===== src/rtl/core/osm_pkg.sv =====
package osm_pkg;

  localparam int unsigned CodeWidth   = 16;
  localparam int unsigned PhaseWidth  = 3;
  localparam int unsigned ActionWidth = 2;
  localparam int unsigned RegIdxWidth = 2;

  typedef logic [CodeWidth-1:0]   code_t;
  typedef logic [PhaseWidth-1:0]  phase_t;
  typedef logic [ActionWidth-1:0] action_t;
  typedef logic [RegIdxWidth-1:0] reg_idx_t;

  localparam action_t ACT_NONE    = 2'd0;
  localparam action_t ACT_ENGAGE  = 2'd1;
  localparam action_t ACT_RELEASE = 2'd2;

  localparam reg_idx_t REG_TRIGGER_CODE   = 2'd0;
  localparam reg_idx_t REG_TARGET_CODE    = 2'd1;
  localparam reg_idx_t REG_ACTIVE_TIMEOUT = 2'd2;
  localparam reg_idx_t REG_UNUSED_TIMEOUT = 2'd3;

  localparam code_t ACTIVE_TIMEOUT_RESET = 16'd500;
  localparam code_t UNUSED_TIMEOUT_RESET = 16'd300;

endpackage


===== src/rtl/core/oneshot_modifier_fsm_unit.sv =====
// One-shot modifier key controller. Each request is either a key event or a one-millisecond
// tick, and each request produces exactly one result carrying the action (engage or release
// the target code), the target code when an action is given, and the new phase. The phase
// and the saturating tick counter are updated at the accepting edge and the result appears in
// an output register on the next cycle, so one request per cycle is sustained; a stalled
// result holds the request side only until it is taken. The trigger code, target code and both
// timeouts are written through the APB port at byte addresses 0, 4, 8 and 12; the user must
// write them only while the block is idle, which the block itself does not enforce.
module oneshot_modifier_fsm_unit (
  input  logic                  clk,
  input  logic                  rst,
  input  logic                  req_valid,
  output logic                  req_ready,
  input  logic                  op,
  input  osm_pkg::code_t        keycode,
  input  logic                  pressed,
  input  logic                  is_cancel,
  input  logic                  is_ignored,
  output logic                  res_valid,
  input  logic                  res_ready,
  output osm_pkg::action_t      action,
  output osm_pkg::code_t        target_out,
  output osm_pkg::phase_t       phase_out,
  input  logic                  psel,
  input  logic                  penable,
  input  logic                  pwrite,
  input  logic [3:0]            paddr,
  input  logic [31:0]           pwdata,
  output logic [31:0]           prdata,
  output logic                  pready
);

  localparam osm_pkg::phase_t PH_IDLE        = 3'd0;
  localparam osm_pkg::phase_t PH_DOWN_UNUSED = 3'd1;
  localparam osm_pkg::phase_t PH_DOWN_USED   = 3'd2;
  localparam osm_pkg::phase_t PH_QUEUED      = 3'd3;
  localparam osm_pkg::phase_t PH_QUEUED_USED = 3'd4;

  osm_pkg::code_t   trigger_code;
  osm_pkg::code_t   target_code;
  osm_pkg::code_t   active_timeout;
  osm_pkg::code_t   unused_timeout;

  osm_pkg::phase_t  phase;
  osm_pkg::phase_t  phase_next;
  osm_pkg::code_t   elapsed;
  osm_pkg::code_t   elapsed_next;
  osm_pkg::code_t   elapsed_inc;
  osm_pkg::action_t act;

  osm_pkg::reg_idx_t reg_idx;
  logic              cfg_write;
  logic              req_take;

  assign pready    = 1'b1;
  assign reg_idx   = paddr[3:2];
  assign cfg_write = psel && penable && pwrite && pready;
  assign req_ready = !res_valid || res_ready;
  assign req_take  = req_valid && req_ready;

  always_ff @(posedge clk) begin
    if (rst) begin
      trigger_code   <= '0;
      target_code    <= '0;
      active_timeout <= osm_pkg::ACTIVE_TIMEOUT_RESET;
      unused_timeout <= osm_pkg::UNUSED_TIMEOUT_RESET;
    end else if (cfg_write) begin
      case (reg_idx)
        osm_pkg::REG_TRIGGER_CODE:   trigger_code   <= pwdata[15:0];
        osm_pkg::REG_TARGET_CODE:    target_code    <= pwdata[15:0];
        osm_pkg::REG_ACTIVE_TIMEOUT: active_timeout <= pwdata[15:0];
        osm_pkg::REG_UNUSED_TIMEOUT: unused_timeout <= pwdata[15:0];
        default: ;
      endcase
    end
  end

  always_comb begin
    case (reg_idx)
      osm_pkg::REG_TRIGGER_CODE:   prdata = {16'd0, trigger_code};
      osm_pkg::REG_TARGET_CODE:    prdata = {16'd0, target_code};
      osm_pkg::REG_ACTIVE_TIMEOUT: prdata = {16'd0, active_timeout};
      osm_pkg::REG_UNUSED_TIMEOUT: prdata = {16'd0, unused_timeout};
      default:                     prdata = '0;
    endcase
  end

  assign elapsed_inc = (elapsed == '1) ? elapsed : elapsed + 16'd1;

  always_comb begin
    phase_next   = phase;
    elapsed_next = elapsed;
    act          = osm_pkg::ACT_NONE;
    if (op) begin
      elapsed_next = elapsed_inc;
      if (phase == PH_QUEUED) begin
        if (elapsed_inc >= active_timeout) begin
          phase_next   = PH_IDLE;
          elapsed_next = '0;
          act          = osm_pkg::ACT_RELEASE;
        end
      end else if (phase == PH_DOWN_UNUSED) begin
        if (elapsed_inc >= unused_timeout) begin
          phase_next   = PH_DOWN_USED;
          elapsed_next = '0;
        end
      end
    end else if (keycode == trigger_code) begin
      if (pressed) begin
        if (phase == PH_IDLE) begin
          act = osm_pkg::ACT_ENGAGE;
        end
        phase_next   = PH_DOWN_UNUSED;
        elapsed_next = '0;
      end else if (phase == PH_DOWN_UNUSED) begin
        phase_next   = PH_QUEUED;
        elapsed_next = '0;
      end else if (phase == PH_DOWN_USED) begin
        phase_next = PH_IDLE;
        act        = osm_pkg::ACT_RELEASE;
      end
    end else if (pressed) begin
      // A cancel key ends a queued one-shot; the idle phase it leaves is then untouched.
      if (is_cancel && (phase == PH_QUEUED || phase == PH_QUEUED_USED)) begin
        phase_next = PH_IDLE;
        act        = osm_pkg::ACT_RELEASE;
      end else if (!is_ignored) begin
        case (phase)
          PH_DOWN_UNUSED: phase_next = PH_DOWN_USED;
          PH_QUEUED:      phase_next = PH_QUEUED_USED;
          PH_QUEUED_USED: begin
            phase_next = PH_IDLE;
            act        = osm_pkg::ACT_RELEASE;
          end
          default: ;
        endcase
      end
    end else if (!is_ignored && phase == PH_QUEUED_USED) begin
      phase_next = PH_IDLE;
      act        = osm_pkg::ACT_RELEASE;
    end
  end

  always_ff @(posedge clk) begin
    if (rst) begin
      phase     <= PH_IDLE;
      elapsed   <= '0;
      res_valid <= 1'b0;
    end else begin
      if (req_take) begin
        phase     <= phase_next;
        elapsed   <= elapsed_next;
        res_valid <= 1'b1;
      end else if (res_ready) begin
        res_valid <= 1'b0;
      end
    end
  end

  always_ff @(posedge clk) begin
    if (req_take) begin
      action     <= act;
      target_out <= (act != osm_pkg::ACT_NONE) ? target_code : '0;
      phase_out  <= phase_next;
    end
  end

  assert property (@(posedge clk) disable iff (rst)
    res_valid && action == osm_pkg::ACT_RELEASE |-> phase_out == PH_IDLE)
    else $error("release result without idle phase");

  assert property (@(posedge clk) disable iff (rst)
    res_valid && action == osm_pkg::ACT_ENGAGE |-> phase_out == PH_DOWN_UNUSED)
    else $error("engage result without down unused phase");

  assert property (@(posedge clk) disable iff (rst)
    res_valid && action == osm_pkg::ACT_NONE |-> target_out == '0)
    else $error("target code shown without an action");

  assert property (@(posedge clk) disable iff (rst)
    res_valid && !res_ready |=> res_valid && $stable(phase_out) && $stable(action))
    else $error("stalled result lost or changed");

  assert property (@(posedge clk) disable iff (rst)
    res_valid |-> phase_out == phase)
    else $error("shown phase differs from state");

endmodule


===== config.mk =====
export PLATFORM = sky130hd
export DESIGN_NAME = oneshot_modifier_fsm_unit
export DESIGN_NICKNAME = d
export VERILOG_FILES = /design/src/rtl/core/osm_pkg.sv /design/src/rtl/core/oneshot_modifier_fsm_unit.sv
export SDC_FILE = /design/constraint.sdc
export NUM_CORES = 1
export LEC_CHECK = 0
export BUFFER_PORTS_ARGS = -buffer_cell sky130_fd_sc_hd__buf_2
export CAP_MARGIN = 20
export CORE_MARGIN = 5
export CORE_UTILIZATION = 60
export CTS_CLUSTER_SIZE = 24
export DETAILED_ROUTE_END_ITERATION = 6
export GPL_TIMING_DRIVEN = 0
export PLACE_DENSITY = 0.86
export RECOVER_POWER = 25
export SKIP_LAST_GASP = 1
export SYNTH_ARGS = -nofsm -noshare
export SYNTH_HDL_FRONTEND = slang
export SYNTH_SLANG_ARGS = --single-unit

===== constraint.sdc =====
create_clock -name clk -period 9.8 [get_ports clk]
set_input_delay 1.96 -clock clk [delete_from_list [all_inputs] [get_ports clk]]
set_output_delay 1.96 -clock clk [all_outputs]
set_load 0.02 [all_outputs]

==> qor.csv, run 1 <==
metric;value;unit
placed_area;6640;um2
synth-main-ff-cell;dfxtp_1;
grt_use_total;29.2;%
antenna_found_initial;0;
tightest_slew;991;ps
met3_length;1570;um
critical_path.cell_chain;clkbuf_1 -> clkbuf_1 -> buf_2 -> mux4_2 -> buf_2;
cts.repair.resized;0;
min_period_over_period;59.9;%
numPortBuffers;82;
rsz0062_at_grt;false;
synth_cell_types;65;
ys_warn_count;0;
relSlewSlack;33.9;%
initial_core_util;61.4;%
hold_viol;0;
synth_top_area_share;28.0;%
end_kind;output pin;
hpwlAfterDp;13300;um
fmax;170;MHz
gr-total-overflow;0;
htree_levels;3;
drt-initial-drc-count;488;
hp-class;reg -> reg;
ys_top_cells_by_area;dfxtp_1 28%, edfxtp_1 11%, nand2_1 8.9%, a21oi_1 7.2%, ha_1 6.9%;
worstPathRequired;7840;ps
cts_buffer_depth;2;
postCtsHoldBufs;0;
final_cell_mix;143 x nand2_1, 86 x a21oi_1, 84 x dfxtp_1, 63 x buf_2, 54 x clkbuf_1;
cts.sinks;105;
regToRegEndpoint;elapsed[0];
fp.dieW;110;um
core;9770;um2
top_layer_used;met4;
crit_cells;5;
critical_path_class;in -> out;
layout.nets;897;
drive_gt1_share;16.0;%
grt_max_degree;24;
dr_wl_met2;8230;um
status;finished, final reports clean;
grt_pass1_wl;27000;um
grt_pass1_vias;5442;
p_per_area;121;nW/um2
postRouteAntennaNets;0;
reg2reg_slack;5350;ps
die_area;12100;um2
syn_to_final_growth;13.0;%
async_reset_ff_share;0;%
die_y;110;um
total_power;824;uW
drt-pass1-iter-count;5;
rr_startpoint;elapsed[0];
clock_latency;390;ps
synth.avg_cell_area;8.66;um2
design_area;6790;um2
fin_util;69.4;%
num_rows;36;
min_period;5870;ps
drcViolationCount;0;
crit_path_max_fanout;10;
path_buf_inv;4;
final_common_cell;nand2_1;
critical_path.top_delay_family;buffers and inverters;
vias;5522;
cts_tree;yes;
wl;17000;um
drv_slew;0;
synth_edf_count;21;
worstSetupEndpoint;prdata[14];
n_antenna_cell;0;
ys_seq_area_share;38.5;%
post-cts-setup-buffers;0;
rr_worst_depth;15;
routedWlPerCell;18.1;um
synth_area;6000;um2
critPathLaunch;paddr[3];
cpPeakStageDelay;590;ps
cts_buffers;9;
yosysTopAreaCell;dfxtp_1;
ir_drop;0.000132;V
fin_worst_skew;14.2;ps
maxCapViolations;0;
cts-root-buf;clkbuf_8;
p_leak;2.78;nW
worstSetupStartpointType;primary input;
clk_pin_slew_worst_paths;100;ps
wl_met1;6720;um
crit_slowest_cell;clkbuf_1;
avgViaCountPerCell;5.88;
worstPathArrival;3910;ps
setup_viol;0;
place.gp.congestion;0.970;
tns;0;ps
io_pins;119;
num-fill-cells;843;
synth_seq_cells;105;
synthCells;693;
-- per-stage QoR --
step / hold slack [ps] / worst slack, ps / cells
global placement: 456 / 4120 / 923
global route: 501 / 3790 / 939
finish: 477 / 3930 / 939
floorplan: 442 / 4730 / 708
detailed placement: 460 / 4140 / 923
CTS: 475 / 4140 / 939
-- per-layer routing --
metal | GRT usage (%) | up-vias
met3 | 5.65 | 40
met1 | 37.1 | 2627
li1 | - | 2600
met5 | 0 | -
met4 | 11.7 | 0
met2 | 49.0 | 255
-- state kept, by name, indices dropped and copies added, names as in the netlist --
signal / count
phase: 3
unused_timeout: 16
action: 2
trigger_code: 16
target_out: 16
phase_out: 3
elapsed: 16
active_timeout: 16
target_code: 16
res_valid: 1
-- worst min path at each step --
stage / start / to / slack, ps / depth (start not counted)
finish: target_code[12] / target_code[12] / 480 / 2
global route: target_code[2] / target_code[2] / 500 / 2
CTS: target_code[4] / target_code[4] / 470 / 2
detailed placement: target_code[4] / target_code[4] / 460 / 2
global placement: target_code[12] / target_code[12] / 460 / 2
floorplan: target_code[0] / target_code[0] / 440 / 2
-- cell type report --
type                            instances  area, um2  area share [%]
Timing Repair Buffer                   82        380            5.60
Clock buffer                           12        145            2.14
Multi-Input combinational cell        503       3290            48.5
Buffer                                 52        273            4.02
Sequential cell                       105       2310            34.1
Clock inverter                          4       35.0           0.516
Inverter                               48        180            2.65
Tap cell                              133        166            2.45
-- power breakdown --
group | switching, mW | internal, mW | leakage, nW
clock | 0.160 | 0.103 | 0.0934
combinational | 0.0698 | 0.0365 | 1.80
sequential | 0.00605 | 0.449 | 0.892
total | 0.235 | 0.589 | 2.78
-- cells in the mapped netlist, types with 6 or more instances --
master and number:
nand2_1 143, a21oi_1 86, dfxtp_1 84, inv_1 48
ha_1 33, clkbuf_1 25, nor2_1 25, edfxtp_1 21
nor2b_1 20, o21ai_0 19, buf_4 17, mux4_2 16
xor2_1 16, o211ai_1 10, nand3_1 9, nand2b_1 8
xnor2_1 8, a211o_1 7, nand4_1 7, nor4_1 7
buf_2 6, o32ai_1 6
-- kinds of logic (layout without fill, tap and decap cells) --
logic type	Yosys count	after routing	synth area share (%)
simple gates	249	249	19.6
compound gates	160	160	17.0
flops	105	105	38.5
buf+inv	100	198	7.56
fa+ha+maj	33	33	6.88
xor+xnor	24	24	3.50
mux	20	20	6.79
other cells	2	17	0.125
-- worst register-to-register path, delay by kind of cell (launching register included) --
family / cells / cell delay [ps]
compound gates: 3 / 600
xor+xnor: 1 / 230
fa+ha+maj: 2 / 580
buf+inv: 2 / 320
flops: 1 / 490
simple gates: 7 / 2100
Power figures use the tool's default switching activity.
==> run 2, diff against run 1 <==
--- a/config.mk
+++ b/config.mk
@@ -8,11 +8,11 @@
 export BUFFER_PORTS_ARGS = -buffer_cell sky130_fd_sc_hd__buf_2
 export CAP_MARGIN = 20
 export CORE_MARGIN = 5
-export CORE_UTILIZATION = 60
+export CORE_UTILIZATION = 50
 export CTS_CLUSTER_SIZE = 24
 export DETAILED_ROUTE_END_ITERATION = 6
 export GPL_TIMING_DRIVEN = 0
-export PLACE_DENSITY = 0.86
+export PLACE_DENSITY = 0.76
 export RECOVER_POWER = 25
 export SKIP_LAST_GASP = 1
 export SYNTH_ARGS = -nofsm -noshare
==> constraint.sdc (replaced) <==
create_clock -name clk -period 4.85 [get_ports clk]
set_input_delay 0.97 -clock clk [delete_from_list [all_inputs] [get_ports clk]]
set_output_delay 0.97 -clock clk [all_outputs]
set_load 0.02 [all_outputs]
==> qor.csv, run 2 (synthesis gave the netlist of run 1 again) <==
metric;value;unit;change
grt_pass1_vias;5255;;-3.4%
final_common_cell;nand2_1;;
hpwlAfterDp;12600;um;-5.1%
n_antenna_cell;0;;unchanged
grt_use_total;24.3;%;-4.9 points
postCtsHoldBufs;0;;unchanged
critical_path.cell_chain;ha_1 -> nand3_1 -> nor3_4 -> nand2_1 -> and4_1 -> xnor2_1 -> inv_1 -> ha_1 -> nand4_1 -> nor4_1 -> a31oi_2 -> nand3_2 -> a221oi_4 -> buf_6 -> nor2b_1;;
tns;0;ps;unchanged
postRouteAntennaNets;0;;unchanged
cts.sinks;105;;unchanged
fmax;229;MHz;
rsz0062_at_grt;false;;
avgViaCountPerCell;5.68;;-3.4%
drcViolationCount;0;;unchanged
maxCapViolations;0;;unchanged
worstPathArrival;4480;ps;+570 ps
design_area;6960;um2;+2.5%
vias;5420;;-1.8%
num_rows;40;;+11%
multiInputGateArea;3290;um2;unchanged
cp_common_cell;ha_1;;
grt_max_degree;24;;unchanged
drt-initial-drc-count;552;;+13%
tightest_slew;854;ps;-136 ps
fin_ws;476;ps;-3450 ps
antenna_found_initial;0;;unchanged
cpPeakStageDelay;630;ps;+40 ps
die_y;120;um;+8.7%
place_ws;580;ps;-3560 ps
numPortBuffers;82;;unchanged
final_cell_mix;143 x nand2_1, 86 x a21oi_1, 84 x dfxtp_1, 63 x buf_2, 52 x clkbuf_1;;
clock_latency;360;ps;-30 ps
layout.nets;898;;+0.11%
wl;17300;um;+1.7%
whs;467;ps;-9.72 ps
fin_util;58.4;%;-11 points
setup_viol;0;;unchanged
grt_pass1_wl;27600;um;+2.3%
io_pins;119;;unchanged
hold_viol;0;;unchanged
crit_slowest_cell;a221oi_4;;
hp-class;reg -> reg;;
cts_buffers;9;;unchanged
place.gp.congestion;0.900;;-7.2%
cts_tree;yes;;
crit_path_max_fanout;10;;unchanged
initial_core_util;50.4;%;-11 points
min_period;4370;ps;
fin_worst_skew;7.85;ps;-6.30 ps
p_leak;2.85;nW;+2.4%
register_area;2310;um2;unchanged
htree_levels;3;;unchanged
drv_slew;0;;unchanged
num-fill-cells;1092;;+30%
core;11900;um2;+22%
cts.repair.resized;0;;unchanged
fp.dieW;120;um;+8.7%
end_kind;register;;
relSlewSlack;42.6;%;+8.7 points
critical_path_class;reg -> reg;;
gr-total-overflow;0;;unchanged
drive_gt1_share;16.4;%;+0.35 points
worstSetupStartpointType;register;;
clk_pin_slew_worst_paths;80;ps;-20 ps
p_per_area;278;nW/um2;+130%
cts_buffer_depth;2;;unchanged
placed_area;6660;um2;+0.26%
post-cts-setup-buffers;0;;unchanged
cts-root-buf;clkbuf_16;;
drt-pass1-iter-count;5;;unchanged
die_area;14300;um2;+18%
routedWlPerCell;18.2;um;+0.12%
ir_drop;0.000155;V;+18%
status;finished, final reports clean;;
syn_to_final_growth;15.8;%;
min_period_over_period;90.2;%;
worstPathRequired;4960;ps;-2880 ps
[run 2: layout make-up]
type	instances	share of cell area, %
buffer	52	3.92
inverter	48	2.59
clock buffer	9	3.24
multi-input combinational	503	47.4
clock inverter	7	1.31
tap	147	2.64
sequential	105	33.2
timing repair buffer	83	5.68
[run 2: path summary, 6_finish.rpt]
| check | cells past startpoint | end | start | slack [ps] |
|---|---|---|---|---|
| hold reg to reg | 2 | target_code[0] | target_code[0] | 470 |
| setup / recovery | 15 | target_out[8] | elapsed[0] | 480 |
| hold / removal | 2 | target_code[0] | target_code[0] | 470 |
| setup reg to reg | 15 | target_out[8] | elapsed[0] | 480 |
[run 2: power breakdown]
group | leakage, nW | switching, mW | internal, mW | total, mW
sequential | 0.892 | 0.0119 | 0.907 | 0.919
combinational | 1.80 | 0.143 | 0.0753 | 0.218
clock | 0.154 | 0.376 | 0.418 | 0.794
[run 2: per-stage QoR]
step | total power, mW | std cells
CTS | 1.93 | 953
detailed placement | 1.15 | 937
global placement | 1.15 | 937
floorplan | 1.07 | 708
finish | 1.93 | 954
global route | 1.98 | 954
[run 2: layer usage]
metal	track usage, %	up-vias	routed length [um]
met5	0	-	0
met4	8.95	0	451
met2	40.7	226	8220
met3	4.85	37	1370
li1	-	2604	-
met1	31.2	2553	7280
[run 2: worst max-delay path: cells and delay by family, from the launching register on]
| family | cells | cell delay, ps |
|---|---|---|
| XOR/XNOR | 1 | 200 |
| AND/OR/NAND/NOR | 8 | 1580 |
| AO/OA/AOI/OAI | 2 | 950 |
| adder cells (fa/ha/maj) | 2 | 560 |
| flip-flops | 1 | 480 |
| buffers and inverters | 2 | 350 |
==> run 3, diff against run 2 <==
--- a/config.mk
+++ b/config.mk
@@ -9,11 +9,11 @@
 export CAP_MARGIN = 20
 export CORE_MARGIN = 5
 export CORE_UTILIZATION = 50
-export CTS_CLUSTER_SIZE = 24
 export DETAILED_ROUTE_END_ITERATION = 6
 export GPL_TIMING_DRIVEN = 0
 export PLACE_DENSITY = 0.76
 export RECOVER_POWER = 25
+export REMOVE_ABC_BUFFERS = 1
 export SKIP_LAST_GASP = 1
 export SYNTH_ARGS = -nofsm -noshare
 export SYNTH_HDL_FRONTEND = slang
==> qor.csv, run 3 (synthesis gave the netlist of run 1 again) <==
metric;value;unit;change
cts-root-buf;clkbuf_16;;
min_period;4450;ps;+79.4 ps
drt-pass1-iter-count;5;;unchanged
postCtsHoldBufs;0;;unchanged
power.internal;1.34;mW;-4.6%
postRouteAntennaNets;0;;unchanged
crit_slowest_cell;a221oi_4;;
reg2reg_slack;400;ps;-80 ps
drive_gt1_share;14.8;%;-1.6 points
tns;0;ps;unchanged
hold_viol;0;;unchanged
clk_pin_slew_worst_paths;70;ps;about the same
worstPathArrival;4520;ps;+40 ps
htree_levels;3;;unchanged
io_pins;119;;unchanged
min_path_cells;2;;unchanged
tightest_slew;3820;ps;+2970 ps
p_switching;475;uW;-11%
rr_worst_depth;14;;-1
initial_core_util;50.4;%;unchanged
clkPwrFrac;38.7;%;-2.4 points
num-fill-cells;1078;;-1.3%
die_y;120;um;unchanged
setup_viol;0;;unchanged
post-cts-setup-buffers;0;;unchanged
die_area;14300;um2;unchanged
regToRegEndpoint;target_out[6];;
power.share.combinational;10.4;%;-0.9 points
cts_buffers;9;;unchanged
relSlewSlack;-155;%;-200 points
fp.dieW;120;um;unchanged
cts_buffer_depth;2;;unchanged
drv_slew;87;;+87
layout.nets;848;;-5.6%
ir_drop;0.000141;V;-9.0%
grt_pass1_wl;25400;um;-7.9%
syn_to_final_growth;10.9;%;
multiInputGateArea;3300;um2;+0.23%
core;11900;um2;unchanged
violations;max-capacitance violations, max-slew violations;;
hp-class;reg -> reg;;
cts.sinks;105;;unchanged
status;finished with violations;;
final_cell_mix;143 x nand2_1, 86 x a21oi_1, 84 x dfxtp_1, 60 x buf_2, 48 x inv_1;;
hold_end;target_code[0];;
register_area;2310;um2;unchanged
num_rows;40;;unchanged
vias;5151;;-5.0%
min_period_over_period;91.8;%;+1.6 points
drt-initial-drc-count;402;;-27%
rsz0062_at_grt;false;;
fmax;225;MHz;-1.8%
numPortBuffers;83;;+1.2%
p_leak;2.69;nW;-5.6%
grt_max_degree;87;;+260%
cp_common_cell;ha_1;;
avgViaCountPerCell;5.70;;+0.29%
clock_latency;360;ps;about the same
final_common_cell;nand2_1;;
place.gp.congestion;0.937;;+4.1%
cts.repair.resized;0;;unchanged
gr-total-overflow;0;;unchanged
antenna_found_initial;0;;unchanged
cpPeakStageDelay;840;ps;+210 ps
critical_path.cell_chain;ha_1 -> nand3_1 -> nor3_4 -> nand2_1 -> and4_1 -> xnor2_1 -> inv_1 -> ha_1 -> nand4_1 -> nor4_1 -> a31oi_2 -> nand3_2 -> a221oi_4 -> nor2b_1;;
critical_path_class;reg -> reg;;
worstPathRequired;4920;ps;-40 ps
crit_path_max_fanout;16;;+6
end_kind;register;;
grt_use_total;21.8;%;-2.5 points
worstSetupStartpointType;register;;
dp.cells;887;;-5.3%
switching_share;26.2;%;-1.3 points
routedWlPerCell;17.1;um;-6.0%
instances_no_fill;904;;-5.2%
maxCapViolations;1;;+1
hp-start;target_code[0];;
rr_startpoint;elapsed[0];;
p_per_area;272;nW/um2;-2.1%
n_antenna_cell;0;;unchanged
grt_pass1_vias;5128;;-2.4%
fin_util;55.9;%;-2.5 points
power_frac_seq;50.9;%;+3.3 points
whs;466;ps;-1.28 ps
cts_tree;yes;;
wl;15400;um;-11%
hpwlAfterDp;11200;um;-12%
fin_worst_skew;11.1;ps;+3.25 ps
drcViolationCount;0;;unchanged
-- run 3: cell count changes in the layout (fill, tap and decap cells not counted), moves of 3 or more --
cell      change
buf_2         -3
buf_4        -17
clkbuf_1     -28
inv_8         -3
-- run 3: final cells by class --
type | instances | share of cell area (%)
timing repair buffer | 85 | 6.03
multi-input combinational | 503 | 49.6
sequential | 105 | 34.7
clock inverter | 5 | 0.582
inverter | 48 | 2.70
tap | 147 | 2.76
clock buffer | 11 | 3.64
-- run 3: metal layers --
metal	part of all wire, %	global-route usage [%]	up-vias
met4	1.3	6.08	0
met1	44	28.7	2449
li1	-	-	2506
met5	0	0	-
met2	48	35.9	177
met3	6.9	5.28	19
-- run 3: worst max path at each step --
stage                     slack [ps]  startpoint             end  cells after the start
after floorplan                 1410  elapsed[0]     elapsed[11]                     14
after global placement           460  elapsed[0]  target_out[10]                     14
after detailed placement         480  elapsed[0]   target_out[6]                     14
after CTS                        360  elapsed[0]   target_out[6]                     14
after global routing              60  elapsed[0]   target_out[1]                     14
final                            400  elapsed[0]   target_out[6]                     14
-- run 3: power by group through the flow --
| stage | Sequential (mW) | Clock [mW] | Combinational [mW] |
|---|---|---|---|
| floorplan | 0.950 | 0 | 0.0945 |
| global placement | 0.941 | 0 | 0.182 |
| detailed placement | 0.941 | 0 | 0.188 |
| CTS | 0.921 | 0.710 | 0.189 |
| global route | 0.924 | 0.754 | 0.205 |
| finish | 0.922 | 0.700 | 0.188 |
-- run 3: critical path: cells and delay by family (launching register included) --
kind            cells  cell delay, ps
compound gates      2            1130
xor+xnor            1             240
fa+ha+maj           2             570
buf+inv             1             100
flops               1             490
simple gates        8            1620
-- run 3: metrics by stage --
stage / total power [mW] / instance area [um2] / setup WS [ps]
finish: 1.81 / 6660 / 397
global route: 1.88 / 6660 / 62.8
CTS: 1.82 / 6690 / 365
detailed placement: 1.13 / 6410 / 483
global placement: 1.12 / 6390 / 460
floorplan: 1.04 / 5790 / 1410
